File: src/rtl/core/rsfs_pkg.sv
`default_nettype none

package rsfs_pkg;

  typedef enum logic [1:0] {
    CfgTurnOnHour   = 2'd0,
    CfgTurnOnMinute = 2'd1,
    CfgStepDivider  = 2'd2,
    CfgColorCount   = 2'd3
  } cfg_idx_e;

  localparam logic ReqTick = 1'b0;
  localparam logic ReqLoad = 1'b1;

  localparam logic [4:0] TurnOnHourRst   = 5'd6;
  localparam logic [5:0] TurnOnMinuteRst = 6'd0;
  localparam logic [7:0] StepDividerRst  = 8'd10;
  localparam logic [3:0] ColorCountRst   = 4'd8;
  localparam logic [7:0] LevelRst        = 8'd255;

  localparam int unsigned InDataW  = 40;
  localparam int unsigned OutDataW = 32;
  localparam int unsigned CfgDataW = 8;
  localparam int unsigned CfgIdxW  = 2;

  typedef struct packed {
    logic          we;
    cfg_idx_e      idx;
    logic [7:0]    data;
  } cfg_wr_t;

  typedef struct packed {
    logic       req_type;
    logic       select_press;
    logic       save_press;
    logic [4:0] clock_hour;
    logic [5:0] clock_minute;
    logic [2:0] color_slot;
    logic [7:0] red_in;
    logic [7:0] green_in;
    logic [7:0] blue_in;
  } item_t;

  typedef struct packed {
    logic       fading;
    logic       status_on;
    logic [7:0] blue_level;
    logic [7:0] green_level;
    logic [7:0] red_level;
  } result_t;

endpackage

`default_nettype wire

File: src/rtl/core/rsfs_fade_core.sv
`default_nettype none

module rsfs_fade_core #(
  parameter int unsigned NUM_COLORS = 8
) (
  input  logic              clk_i,
  input  logic              rst_ni,
  input  rsfs_pkg::cfg_wr_t cfg_i,
  input  logic              item_valid_i,
  input  rsfs_pkg::item_t   item_i,
  output rsfs_pkg::result_t result_o
);
  import rsfs_pkg::*;

  localparam int unsigned MaxIdx     = (NUM_COLORS < 15) ? NUM_COLORS : 15;
  localparam int unsigned CW         = $clog2(MaxIdx);
  localparam int unsigned TableDepth = (NUM_COLORS < 8) ? NUM_COLORS : 8;
  localparam int unsigned TW         = (TableDepth > 1) ? $clog2(TableDepth) : 1;

  logic [4:0] on_hour_q;
  logic [5:0] on_minute_q;
  logic [7:0] step_div_q;
  logic [3:0] color_cnt_q;

  logic          fade_q, fade_d;
  logic [CW-1:0] cur_q, cur_d;
  logic [CW-1:0] saved_q, saved_d;
  logic          fired_q, fired_d;
  logic [7:0]    red_q, red_d;
  logic [7:0]    green_q, green_d;
  logic [7:0]    blue_q, blue_d;
  logic [2:0]    done_q, done_d;
  logic [7:0]    step_cnt_q, step_cnt_d;

  logic [23:0]   color_mem_q [TableDepth];
  logic [23:0]   target_q;
  logic          load_en;
  logic [23:0]   load_data;
  logic [3:0]    limit;
  logic [CW:0]   cur_inc;
  logic          is_tick;

  always_ff @(posedge clk_i or negedge rst_ni) begin
    if (!rst_ni) begin
      on_hour_q   <= TurnOnHourRst;
      on_minute_q <= TurnOnMinuteRst;
      step_div_q  <= StepDividerRst;
      color_cnt_q <= ColorCountRst;
    end else if (cfg_i.we) begin
      case (cfg_i.idx)
        CfgTurnOnHour:   on_hour_q   <= cfg_i.data[4:0];
        CfgTurnOnMinute: on_minute_q <= cfg_i.data[5:0];
        CfgStepDivider:  step_div_q  <= cfg_i.data;
        CfgColorCount:   color_cnt_q <= cfg_i.data[3:0];
        default: ;
      endcase
    end
  end

  assign load_en   = item_valid_i && item_i.req_type == ReqLoad &&
                     {1'b0, item_i.color_slot} < 4'(TableDepth);
  assign load_data = {item_i.red_in, item_i.green_in, item_i.blue_in};

  // track the entry of the next color index, with a same-edge load passed through
  always_ff @(posedge clk_i) begin
    if (load_en) begin
      color_mem_q[item_i.color_slot[TW-1:0]] <= load_data;
    end
    if ({1'b0, cur_d} >= (CW+1)'(TableDepth)) begin
      target_q <= '0;
    end else if (load_en && item_i.color_slot[TW-1:0] == cur_d[TW-1:0]) begin
      target_q <= load_data;
    end else begin
      target_q <= color_mem_q[cur_d[TW-1:0]];
    end
  end

  assign limit   = (color_cnt_q < 4'(MaxIdx)) ? color_cnt_q : 4'(MaxIdx);
  assign cur_inc = {1'b0, cur_q} + (CW+1)'(1);
  assign is_tick = item_valid_i && (item_i.req_type == ReqTick);

  always_comb begin
    fade_d     = fade_q;
    cur_d      = cur_q;
    saved_d    = saved_q;
    fired_d    = fired_q;
    red_d      = red_q;
    green_d    = green_q;
    blue_d     = blue_q;
    done_d     = done_q;
    step_cnt_d = step_cnt_q;
    if (is_tick) begin
      if (!fade_q) begin
        if (item_i.save_press) begin
          saved_d = cur_q;
          fired_d = 1'b0;
        end
        if (item_i.select_press) begin
          cur_d   = (5'(cur_inc) >= {1'b0, limit}) ? '0 : cur_inc[CW-1:0];
          red_d   = '0;
          green_d = '0;
          blue_d  = '0;
          done_d  = '0;
          fade_d  = 1'b1;
        end
        if (item_i.clock_hour == on_hour_q && item_i.clock_minute == on_minute_q &&
            saved_d != '0 && !fired_d) begin
          fired_d = 1'b1;
          cur_d   = saved_d;
          red_d   = '0;
          green_d = '0;
          blue_d  = '0;
          done_d  = '0;
          fade_d  = 1'b1;
        end
      end else begin
        if (step_cnt_q >= step_div_q) begin
          if (red_q < target_q[23:16]) red_d = red_q + 8'd1;
          else done_d[2] = 1'b1;
          if (green_q < target_q[15:8]) green_d = green_q + 8'd1;
          else done_d[1] = 1'b1;
          if (blue_q < target_q[7:0]) blue_d = blue_q + 8'd1;
          else done_d[0] = 1'b1;
          step_cnt_d = 8'd1;
        end else begin
          step_cnt_d = step_cnt_q + 8'd1;
        end
        if (done_d == 3'b111 || item_i.select_press) begin
          step_cnt_d = '0;
          fade_d     = 1'b0;
        end
      end
    end
  end

  always_ff @(posedge clk_i or negedge rst_ni) begin
    if (!rst_ni) begin
      fade_q     <= 1'b0;
      cur_q      <= CW'(1);
      saved_q    <= '0;
      fired_q    <= 1'b0;
      red_q      <= LevelRst;
      green_q    <= LevelRst;
      blue_q     <= LevelRst;
      done_q     <= '0;
      step_cnt_q <= '0;
    end else begin
      fade_q     <= fade_d;
      cur_q      <= cur_d;
      saved_q    <= saved_d;
      fired_q    <= fired_d;
      red_q      <= red_d;
      green_q    <= green_d;
      blue_q     <= blue_d;
      done_q     <= done_d;
      step_cnt_q <= step_cnt_d;
    end
  end

  assign result_o.red_level   = red_d;
  assign result_o.green_level = green_d;
  assign result_o.blue_level  = blue_d;
  assign result_o.status_on   = (saved_d != '0);
  assign result_o.fading      = fade_d;

endmodule

`default_nettype wire

File: src/rtl/core/rgb_soft_fade_sequencer_unit.sv
// RGB fade sequencer. Input beats on the s_axis channel are either ticks
// (tuser low: button presses and the current hour and minute) or color
// table loads (tuser high: slot and 24-bit color). Every input beat yields
// exactly one output beat on m_axis carrying the three channel levels, the
// armed flag and the fading flag after that beat.
// Configuration registers (turn-on hour, turn-on minute, step divider,
// color count) are written through cfg_we_i / cfg_idx_i / cfg_data_i; the user
// must write them only while no beat is in flight (the block does not enforce this).
// Path: an accepted beat enters the input register; when the output buffer
// has room, the state is updated and the result is written into a two-entry
// output buffer, which raises m_axis_tvalid.
// Throughput: one beat per cycle while the output buffer is not full; the
// state update lies between the input register and the output buffer.
// Reset: levels go to full white, fade idle, color index 1, no morning
// color armed; the color table holds no defined contents until loaded.
// Stall: the output buffer absorbs two results; when it is full the input
// register holds its beat and s_axis_tready drops until m_axis drains.
`default_nettype none

module rgb_soft_fade_sequencer_unit #(
  parameter int unsigned NUM_COLORS = 8
) (
  input  logic                            clk_i,
  input  logic                            rst_ni,
  input  logic                            cfg_we_i,
  input  logic [rsfs_pkg::CfgIdxW-1:0]    cfg_idx_i,
  input  logic [rsfs_pkg::CfgDataW-1:0]   cfg_data_i,
  input  logic                            s_axis_tvalid,
  output logic                            s_axis_tready,
  // select_press, save_press, clock_hour[4:0], clock_minute[5:0],
  // color_slot[2:0], red_in[7:0], green_in[7:0], blue_in[7:0]
  input  logic [rsfs_pkg::InDataW-1:0]    s_axis_tdata,
  // req_type
  input  logic                            s_axis_tuser,
  output logic                            m_axis_tvalid,
  input  logic                            m_axis_tready,
  // red_level[7:0], green_level[7:0], blue_level[7:0], status_on, fading, zero pad
  output logic [rsfs_pkg::OutDataW-1:0]   m_axis_tdata
);
  import rsfs_pkg::*;

  item_t   in_item_q;
  logic    in_valid_q;
  cfg_wr_t cfg_wr;
  result_t core_result;
  result_t buf_q [2];
  logic    wr_ptr_q, rd_ptr_q;
  logic [1:0] cnt_q;
  logic    advance;
  logic    pop;
  result_t head;

  assign advance       = in_valid_q && (cnt_q != 2'd2);
  assign s_axis_tready = !in_valid_q || advance;
  assign pop           = m_axis_tvalid && m_axis_tready;

  always_ff @(posedge clk_i or negedge rst_ni) begin
    if (!rst_ni) begin
      in_valid_q <= 1'b0;
    end else if (s_axis_tvalid && s_axis_tready) begin
      in_valid_q <= 1'b1;
    end else if (advance) begin
      in_valid_q <= 1'b0;
    end
  end

  always_ff @(posedge clk_i) begin
    if (s_axis_tvalid && s_axis_tready) begin
      in_item_q.req_type     <= s_axis_tuser;
      in_item_q.select_press <= s_axis_tdata[0];
      in_item_q.save_press   <= s_axis_tdata[1];
      in_item_q.clock_hour   <= s_axis_tdata[6:2];
      in_item_q.clock_minute <= s_axis_tdata[12:7];
      in_item_q.color_slot   <= s_axis_tdata[15:13];
      in_item_q.red_in       <= s_axis_tdata[23:16];
      in_item_q.green_in     <= s_axis_tdata[31:24];
      in_item_q.blue_in      <= s_axis_tdata[39:32];
    end
  end

  assign cfg_wr.we   = cfg_we_i;
  assign cfg_wr.idx  = cfg_idx_e'(cfg_idx_i);
  assign cfg_wr.data = cfg_data_i;

  rsfs_fade_core #(
    .NUM_COLORS(NUM_COLORS)
  ) u_core (
    .clk_i       (clk_i),
    .rst_ni      (rst_ni),
    .cfg_i       (cfg_wr),
    .item_valid_i(advance),
    .item_i      (in_item_q),
    .result_o    (core_result)
  );

  always_ff @(posedge clk_i) begin
    if (advance) begin
      buf_q[wr_ptr_q] <= core_result;
    end
  end

  always_ff @(posedge clk_i or negedge rst_ni) begin
    if (!rst_ni) begin
      wr_ptr_q <= 1'b0;
      rd_ptr_q <= 1'b0;
      cnt_q    <= 2'd0;
    end else begin
      if (advance) wr_ptr_q <= ~wr_ptr_q;
      if (pop)     rd_ptr_q <= ~rd_ptr_q;
      case ({advance, pop})
        2'b10:   cnt_q <= cnt_q + 2'd1;
        2'b01:   cnt_q <= cnt_q - 2'd1;
        default: cnt_q <= cnt_q;
      endcase
    end
  end

  assign head          = buf_q[rd_ptr_q];
  assign m_axis_tvalid = (cnt_q != 2'd0);
  assign m_axis_tdata  = {6'd0, head.fading, head.status_on,
                          head.blue_level, head.green_level, head.red_level};

endmodule

`default_nettype wire
File: config.mk
export PLATFORM = sky130hd
export DESIGN_NAME = rgb_soft_fade_sequencer_unit
export DESIGN_NICKNAME = d
export VERILOG_FILES = /design/src/rtl/core/rsfs_pkg.sv /design/src/rtl/core/rsfs_fade_core.sv /design/src/rtl/core/rgb_soft_fade_sequencer_unit.sv
export SDC_FILE = /design/constraint.sdc
export NUM_CORES = 1
export LEC_CHECK = 0
export ABC_AREA = 1
export BUFFER_PORTS_ARGS = -buffer_cell sky130_fd_sc_hd__clkbuf_2
export CAP_MARGIN = 10
export CORE_ASPECT_RATIO = 0.7
export CORE_MARGIN = 4
export CORE_UTILIZATION = 57
export CTS_BUF_LIST = sky130_fd_sc_hd__clkbuf_8
export DETAILED_ROUTE_END_ITERATION = 8
export GPL_ROUTABILITY_DRIVEN = 0
export PLACE_DENSITY_LB_ADDON = 0.05
export RECOVER_POWER = 25
export SLEW_MARGIN = 20
export SYNTH_ARGS = -nofsm -noshare
export SYNTH_HDL_FRONTEND = slang
export SYNTH_SLANG_ARGS = --single-unit
File: constraint.sdc
create_clock -name clk_i -period 2.9 [get_ports clk_i]
set_input_delay 0.58 -clock clk_i [delete_from_list [all_inputs] [get_ports clk_i]]
set_output_delay 0.58 -clock clk_i [all_outputs]
set_load 0.02 [all_outputs]
# == Yosys cells after proc, flatten, opt, wreduce, memory -nomap -nowiden ==
# Memories as Yosys holds them, arrays and structs flattened. A register that Yosys moved wholly into a read port is not among the register bits.
# Cells that the tools add are included.
# word_totals
reg_bits,112
mem_bits_rw,244
input_bits,56
out_inout_bits,34
mem_count,2
# mem_list
name,depth,width,read_ports,rd_ports_with_merged_regs,write_ports,line,rtl
u_core.color_mem_q,8,24,1,1,1,rsfs_fade_core.sv:35,logic [23:0] color_mem_q [TableDepth];
buf_q,2,26,1,0,1,rgb_soft_fade_sequencer_unit.sv:46,result_t buf_q [2];
# op_classes
add_sub_neg,7
n_lt_le_gt_ge,6
eq_ne,9
n_mux,56
bitwise,4
reduce_logical,26
# op_table
cell,count
$mux W8,20
$mux W3,16
$add A8 B1 Y8 const B,4
$lt A8 B8 Y1,3
$mux W1,18
$reduce_and A2 Y1,7
$reduce_bool A3 Y1,3
$ge A8 B8 Y1,1
$logic_and A1 B1 Y1,8
$eq A2 B2 Y1 const B,3
$eq A6 B6 Y1,1
$reduce_bool A2 Y1,3
$eq A5 B5 Y1,1
$add A3 B1 Y4 const B,1
$eq A2 B1 Y1 const B,2
$ge A4 B4 Y1,1
$lt A4 B4 Y1 const B,1
$mux W4,1
$not A1 Y1,4
$pmux W2 S2,1
$eq A3 B3 Y1 const B,1
$add A2 B1 Y2 const B,1
$logic_not A1 Y1,2
$logic_not A2 Y1,1
3 further kinds,4

# == Longest topological paths before layout ==
# Gate-level depths: netlist of run 1.
# logic_depth
depth_word,10
ltp_mapped,22
mapped_depth_nobuf,19

# == By module ==
# Synthesis of run 1 repeated with hierarchy kept, for this count alone.
# hier_totals
cells_unflattened,1353
hier_area_um2,15383.5
# by_module_without_submodules
module,n_inst,cells_per_inst,area_each_um2,seq_area_each_um2
rsfs_fade_core,1,1134,11927.7,7514.7
rgb_soft_fade_sequencer_unit,1,219,3455.8,2917.8

# == Worst setup path before layout of run 1 ==
# OpenSTA, ideal clock, no wires.
# synth_path
kind,register to register
start,reg (tool-made name)
end,mem buf_q[0][0] (netlist name) (data pin)
setup_time_ns,0.260
arrival_ns,2.797
setup_slack_ns,-0.157
path_stages_with_launch,19
synth_period_minus_slack_ns,3.057
path_cell_list,dfxtp_1 -> buf_6 -> inv_6 -> buf_6 -> clkbuf_1 -> clkbuf_1 -> nor2_1 -> o221ai_1 -> o21ai_1 -> ha_1 -> a21oi_1 -> nor2_1 -> a211oi_1 -> nand2_4 -> nor2_4 -> nand2_2 -> nor2_4 -> xor2_1 -> nor2_1
# synth_rtl
item,line
to (decl),rgb_soft_fade_sequencer_unit.sv:46

==> metrics.txt, run 1 <==
CP max stage cell=dfxtp_4; post-synthesis cell count=1304; setup TNS=-0.0913 ns; min Tclk post-route=between 2 and 3 ns; drt pass-1 iters=7; HPWL after detailed placement=21.4 mm; post-synthesis sequential area ratio=0.685; via-per-instance ratio=5.50; Starting Density=0.586; Peak supply drop=0.000581 V; vias in the first global route=about 9700; DP Cell Count=1750; Std-Cell Core Area=roughly 0.026 mm^2; startpoint types=register; #FFs+latches synth=359; clk buf depth=3; Design Power=0.0153 W; mapped cell area=0.0152 mm^2; final setup fails=4; Worst R2R Path Depth=16; period utilization=1.01; Sink Count=359; Post-synth ARST share=0.198; crit path cell chain=buf_12, inv_16, buf_12, o21ai_0, o22ai_1, o21ai_2, ha_1, a21oi_2, nor2_1, a211oi_2, nand2_4, nor2_4, nand2_4, nor2_4, xor2_2, nor2_2; nets=1561; Hold Vio Cnt, Final=0; pwr/cell area=852 mW/mm^2; largest net degree at the start of global routing=67; Yosys warnings=0; Post-Route WL=roughly 35 mm; vias=10200; Area Growth Syn to Fin=17.7%; grt ovf=0; Worst Path Required=3.24 ns; number of routed nets with antenna violations=0; post-synth top area share=0.562; top post-synthesis cells by area=edfxtp_1 (56%), dfrtp_1 (6.7%), nand2_1 (6.2%), dfstp_2 (5.2%), o21ai_0 (4.3%); DR iter-0 viols=916; WHS Path Cells=1; failing checks=max-capacitance violations, max-slew violations, negative setup slack; final worst-path setup slack=-0.0399 ns; Post-Syn Area per Cell=11.7 um^2; Worst Setup End Kind=register; H-tree Lvls=2; Antenna Cells=0; Worst Path Arrival=approximately 3.3 ns; Residual DRC=0; worst-skew pair later-pin latency=about 0.62 ns; Hold WC Path Type=input port to register; EDFF count, synth=285; crit-path max cell delay=0.39 ns; cell type with the largest total area after synthesis=edfxtp_1; global-route wire length before repair=52.7 mm; CTS root buffer=clkbuf_8; Cell Rows=49; Die Width=203 um; CTS tree=yes; outcome=finished, violations left; DIE AREA=0.0294 mm^2; worst-margin pin slew=1.80 ns; FMAX=approximately 0.34 GHz; largest fanout on the critical path=11; Pleak=approximately 7 nW; PortBufs=83; RSZ-0062 raised after global routing=yes; Worst slew margin=-0.200; unique cell type count in the Yosys netlist=46; critical path type=register to register; initial antenna violation count=0; share of cells above drive strength 1=0.230; Die Y=145 um; Worst-path clk slew=0.07 ns; clk_skew=0.0321 ns; GRT Resource Usage Total=0.231; max-slew violations=between 60 and 70; Num CTS Buffers=51; Final Non-Filler Cells=around 1900; WL/cell=approximately 19 um; Synth Flop Type=edfxtp_1; MaxCap Viol Count=1; Ports=90
## worst max-delay path, delay by kind of cell, from the launching register on
family	cells	cell delay [ns]
fa+ha+maj	1	0.28
compound gates	5	0.81
buf+inv	3	0.37
simple gates	6	0.66
flops	1	0.39
xor+xnor	1	0.16
## metal layers
layer | up-vias | GRT usage | part of all wire
met2 | 364 | 0.346 | 0.45
li1 | 4895 | - | -
met3 | 51 | 0.0548 | 0.075
met5 | - | 0 | 0
met1 | 4939 | 0.344 | 0.46
met4 | 0 | 0.0646 | 0.018
## synth_stat cells, drive strengths merged, types with 17 or more instances
cell type / number
a21oi: 47
clkbuf: 38
dfrtp: 41
dfstp: 30
edfxtp: 285
ha: 39
inv: 96
nand2: 266
nand3: 40
nand4: 17
nor2: 141
o21ai: 146
o221ai: 21
o22ai: 25
## through the flow
step / worst slack (ns) / util / hold WS, ns / area [um^2]
CTS: 0.0216 / 0.668 / 0.0939 / 17400
floorplan: -0.00247 / - / 0.284 / 15300
finish: -0.0399 / 0.689 / 0.133 / 17900
global placement: 0.0737 / 0.631 / 0.468 / 16400
global route: -0.234 / 0.689 / 0.0967 / 17900
detailed placement: -0.0155 / 0.631 / 0.476 / 16400
## cell families (layout without fill, tap and decap cells)
| logic type | count (synthesis) | in the layout | synth area share |
|---|---|---|---|
| compound gates | 249 | 249 | 0.0911 |
| xor+xnor | 22 | 22 | 0.0127 |
| fa+ha+maj | 39 | 39 | 0.0321 |
| buf+inv | 154 | 351 | 0.0422 |
| flops | 359 | 359 | 0.685 |
| other cells | 1 | 6 | 0.000246 |
| simple gates | 480 | 480 | 0.136 |
## where the power goes
part / leakage (nW) / internal [W] / total (W) / switching (W)
clock: 0.544 / 0.00185 / 0.00375 / 0.00190
sequential: 3.48 / 0.00637 / 0.00671 / 0.000338
combinational: 3.11 / 0.00177 / 0.00481 / 0.00304
## state kept, by name, summed over array words and instances, names as in the netlist, 4 cells and up, named ones only
register            count
in_item_q              41
u_core.red_q            8
u_core.on_hour_q        5
u_core.on_minute_q      6
u_core.color_mem_q    192
u_core.blue_q           8
u_core.step_div_q       8
u_core.green_q          8
u_core.step_cnt_q       8
u_core.color_cnt_q      4
buf_q                  52
## placed cells by master (no fill, tap or decap), types with 14 or more instances in the layout
master    count
a21oi_1      35
buf_4        47
clkbuf_2     80
clkbuf_8     55
clkinv_1     14
dfrtp_1      41
dfstp_2      30
edfxtp_1    285
ha_1         36
inv_1       101
nand2_1     251
nand3_1      39
nand4_1      16
nor2_1      113
nor2_2       24
o21ai_0     101
o21ai_1      36
o221ai_1     20
o22ai_1      25
xor2_1       15
## repair_timing
item / in CTS / in global routing
resized for setup: 6 / 103
hold buffers: 0 / 0
buffers inserted: 0 / 11
pin swaps: 0 / 35
gates cloned: 0 / 9
endpoints found under the setup margin: 16 / 82
## path summary, 6_finish.rpt
check / slack [ns] / end / from
min in group asynchronous: 0.46 / u_core.done_q[2] / rst_ni
worst min-delay path: 0.13 / in_item_q[8] / s_axis_tdata[24]
worst max-delay path: -0.04 / buf_q[1][0] / register
max in group asynchronous: 1.35 / u_core.step_div_q[6] / rst_ni
worst min register to register: 0.49 / u_core.step_div_q[4] / u_core.step_div_q[4]
worst max register to register: -0.04 / buf_q[1][0] / register
## area by class of cell
cell class | count | area, um^2
flip-flops and latches | 359 | 10400
fillers | 1907 | 8080
multi-input cells | 796 | 4370
repair buffers | 156 | 1280
clock buffers | 55 | 757
well taps | 357 | 447
inverters | 100 | 398
clock inverters | 38 | 196
repair inverters | 2 | 25.0
No activity file was read; power rests on OpenSTA's default activity.
==> run 2, diff against run 1 <==
--- a/config.mk
+++ b/config.mk
@@ -19,4 +19,5 @@
 export SLEW_MARGIN = 20
 export SYNTH_ARGS = -nofsm -noshare
 export SYNTH_HDL_FRONTEND = slang
+export SYNTH_HIERARCHICAL = 1
 export SYNTH_SLANG_ARGS = --single-unit
==> metrics.txt, run 2 <==
outcome=finished, violations left; failing checks=negative setup slack; Hold Vio Cnt, Final=0; Worst slew margin=0.582; worst-margin pin slew=0.627 ns; crit-path max cell delay=0.41 ns; initial antenna violation count=0; DR iter-0 viols=roughly 900; most common cell in the netlist=edfxtp_1; Commonest cells post-synth=edfxtp_1 (285), nand2_1 (270), o21ai_0 (139); Sink Count=359; number of flip-flops in the largest register=192; MaxCap Viol Count=0; HPWL after detailed placement=21.9 mm; commonest non-fill, non-tap cells in the layout=edfxtp_1 (285), nand2_1 (247), nor2_1 (116); EDFF count, synth=285; Worst Path Arrival=between 3 and 4 ns; top post-synthesis cells by area=edfxtp_1 (56%), dfrtp_1 (6.7%), nand2_1 (6.6%), dfstp_2 (5.1%), o21ai_0 (4.5%); final setup fails=41; DIE AREA=0.0297 mm^2; Post-synth ARST share=0.198; CTS tree=yes; Psw=0.00563 W; CTS root buffer=clkbuf_8; vias=10700; Worst Setup End Kind=register; Post-Route WL=36.1 mm; H-tree Lvls=2; CP max stage cell=dfxtp_4; number of routed nets with antenna violations=0; startpoint types=register; buffers and inverters on the worst path=3; Min Hold Slack=0.144 ns; Worst-path clk slew=0.07 ns; cell type with the largest total area after synthesis=edfxtp_1; final worst-path setup slack=-0.0842 ns; most common cell after layout, fill and taps aside=edfxtp_1; Pleak=7.50 nW; Hold WC Path Type=input port to register; grt ovf=0; worst-skew pair later-pin latency=0.61 ns; post-synth top area share=0.556; Design Power=0.0161 W; Peak supply drop=0.000486 V; GRT Resource Usage Total=0.231; pwr/cell area=865 mW/mm^2; clk buf depth=3; Cell Rows=50; nets=~1600; Synth Flop Type=edfxtp_1; #FFs+latches synth=359; unique cell type count in the Yosys netlist=47; period utilization=1.03; PortBufs=83; Worst Path Required=3.24 ns; via-per-instance ratio=5.51; vias in the first global route=10000; Die Y=145 um; Seq pwr share=0.420; switch share=0.350; Clk pwr share=0.259; Std-Cell Core Area=0.0267 mm^2; max-slew violations=0; Pint=0.0104 W; Residual DRC=0; FMAX=between 0.3 and 0.4 GHz; Comb pwr share=0.321; mapped cell area=0.0154 mm^2; RSZ-0062 raised after global routing=yes; post-synthesis cell count=roughly 1400; Antenna Cells=0; clk_skew=0.0251 ns; share of cells above drive strength 1=0.270; WL/cell=18.6 um; Starting Density=0.577; critical path type=register to register; most used cell along the critical path=nand2_2; Die Width=204 um; Area Growth Syn to Fin=20.8%; global-route wire length before repair=54.6 mm; Ports=90; largest net degree at the start of global routing=55; min Tclk post-route=2.98 ns; Post-Syn Area per Cell=~11 um^2; Num CTS Buffers=53; drt pass-1 iters=6; crit path cell chain=buf_12, buf_8, clkbuf_16, nor2_4, o22ai_2, o21ai_1, ha_1, a21oi_2, nor2_1, a211oi_2, nand2_4, nor2_4, nand2_2, nand2_2, nand2_1, nand2_1, nand2_2; CP top delay family=simple AND/OR/NAND/NOR gates; post-synthesis sequential area ratio=0.678; largest fanout on the critical path=7; Yosys warnings=6
==> run 2: cell types whose count changed in the layout (fill, tap and decap cells not counted), sizes merged, moves of 5 or more <==
cell    before  now
clkinv      22   28
nand3       40   63
o21ai      146  157
xor2        16   10
inv        115  132
a21oi       47   30
buf         66   86
nor4         1    6
nand2      266  282
==> run 2: layout make-up <==
cell class | instances | area, um^2
timing repair inverter | 2 | 27.5
clock inverter | 45 | 327
clock buffer | 55 | 757
tap | 364 | 455
fill | 1960 | 8070
inverter | 118 | 472
timing repair buffer | 175 | 1460
sequential | 359 | 10400
multi-input combinational | 823 | 4650
==> run 2: worst paths after layout <==
| path | startpoint | to | slack (ns) | depth (start not counted) |
|---|---|---|---|---|
| max | register | buf_q[0][8] | -0.08 | 17 |
| min | s_axis_tdata[39] | in_item_q[7] | 0.14 | 1 |
| max reg2reg | register | buf_q[0][8] | -0.08 | 17 |
| min reg2reg | wr_ptr_q | wr_ptr_q | 0.48 | 2 |
| max in group asynchronous | rst_ni | u_core/green_q[5] | 1.64 | 3 |
| min in group asynchronous | rst_ni | u_core/on_minute_q[4] | 0.52 | 2 |
==> run 2: kinds of logic (layout without fill, tap and decap cells) <==
| group | Yosys count | in the layout | share of synthesized area |
|---|---|---|---|
| other | 1 | 6 | 0.000244 |
| and+or+nand+nor | 519 | 519 | 0.142 |
| buffers and inverters | 176 | 395 | 0.0493 |
| xor gates and xnor gates | 14 | 14 | 0.00797 |
| adders and majority gates | 39 | 39 | 0.0317 |
| AOI/OAI and AO/OA | 245 | 245 | 0.0903 |
| DFF | 359 | 359 | 0.678 |
==> run 2: metal layers <==
| metal | wire length (um) | up-vias | share of wire | global-route usage |
|---|---|---|---|---|
| met4 | 636 | 0 | 0.018 | 0.0509 |
| met3 | 2330 | 57 | 0.064 | 0.0385 |
| li1 | - | 5081 | - | - |
| met5 | 0 | - | 0 | 0 |
| met2 | 16300 | 346 | 0.45 | 0.353 |
| met1 | 16800 | 5203 | 0.47 | 0.354 |
==> run 2: power groups by stage <==
stage	logic, W	registers [W]	clock network [W]
2_1_floorplan	0.00281	0.00666	0
3_3_place_gp	0.00420	0.00680	0
3_5_place_dp	0.00430	0.00681	0
4_1_cts	0.00436	0.00672	0.00425
5_1_grt	0.00562	0.00682	0.00452
6_report	0.00516	0.00674	0.00417
==> run 2: what timing repair did <==
action / 4_1_cts / 5_1_grt
resized for setup: 14 / 178
gates cloned: 0 / 9
setup buffers: 1 / 23
hold buffers: 1 / 0
hold endpoints to repair: 19 / 0
pin swaps: 1 / 40
setup endpoints to repair: 46 / 82
==> run 2: metrics by stage <==
| stage | worst slack, ns | setup TNS (ns) | instance area, um^2 | instances | utilization |
|---|---|---|---|---|---|
| 2_1_floorplan | 0.00300 | 0 | 15400 | 1358 | - |
| 3_3_place_gp | -0.00834 | -0.0167 | 16600 | 1816 | 0.624 |
| 3_5_place_dp | -0.102 | -1.47 | 16600 | 1816 | 0.624 |
| 4_1_cts | -0.00756 | -0.0151 | 17800 | 1918 | 0.667 |
| 5_1_grt | -0.241 | -11.30 | 18600 | 1941 | 0.697 |
| 6_report | -0.0842 | -1.81 | 18600 | 1941 | 0.697 |
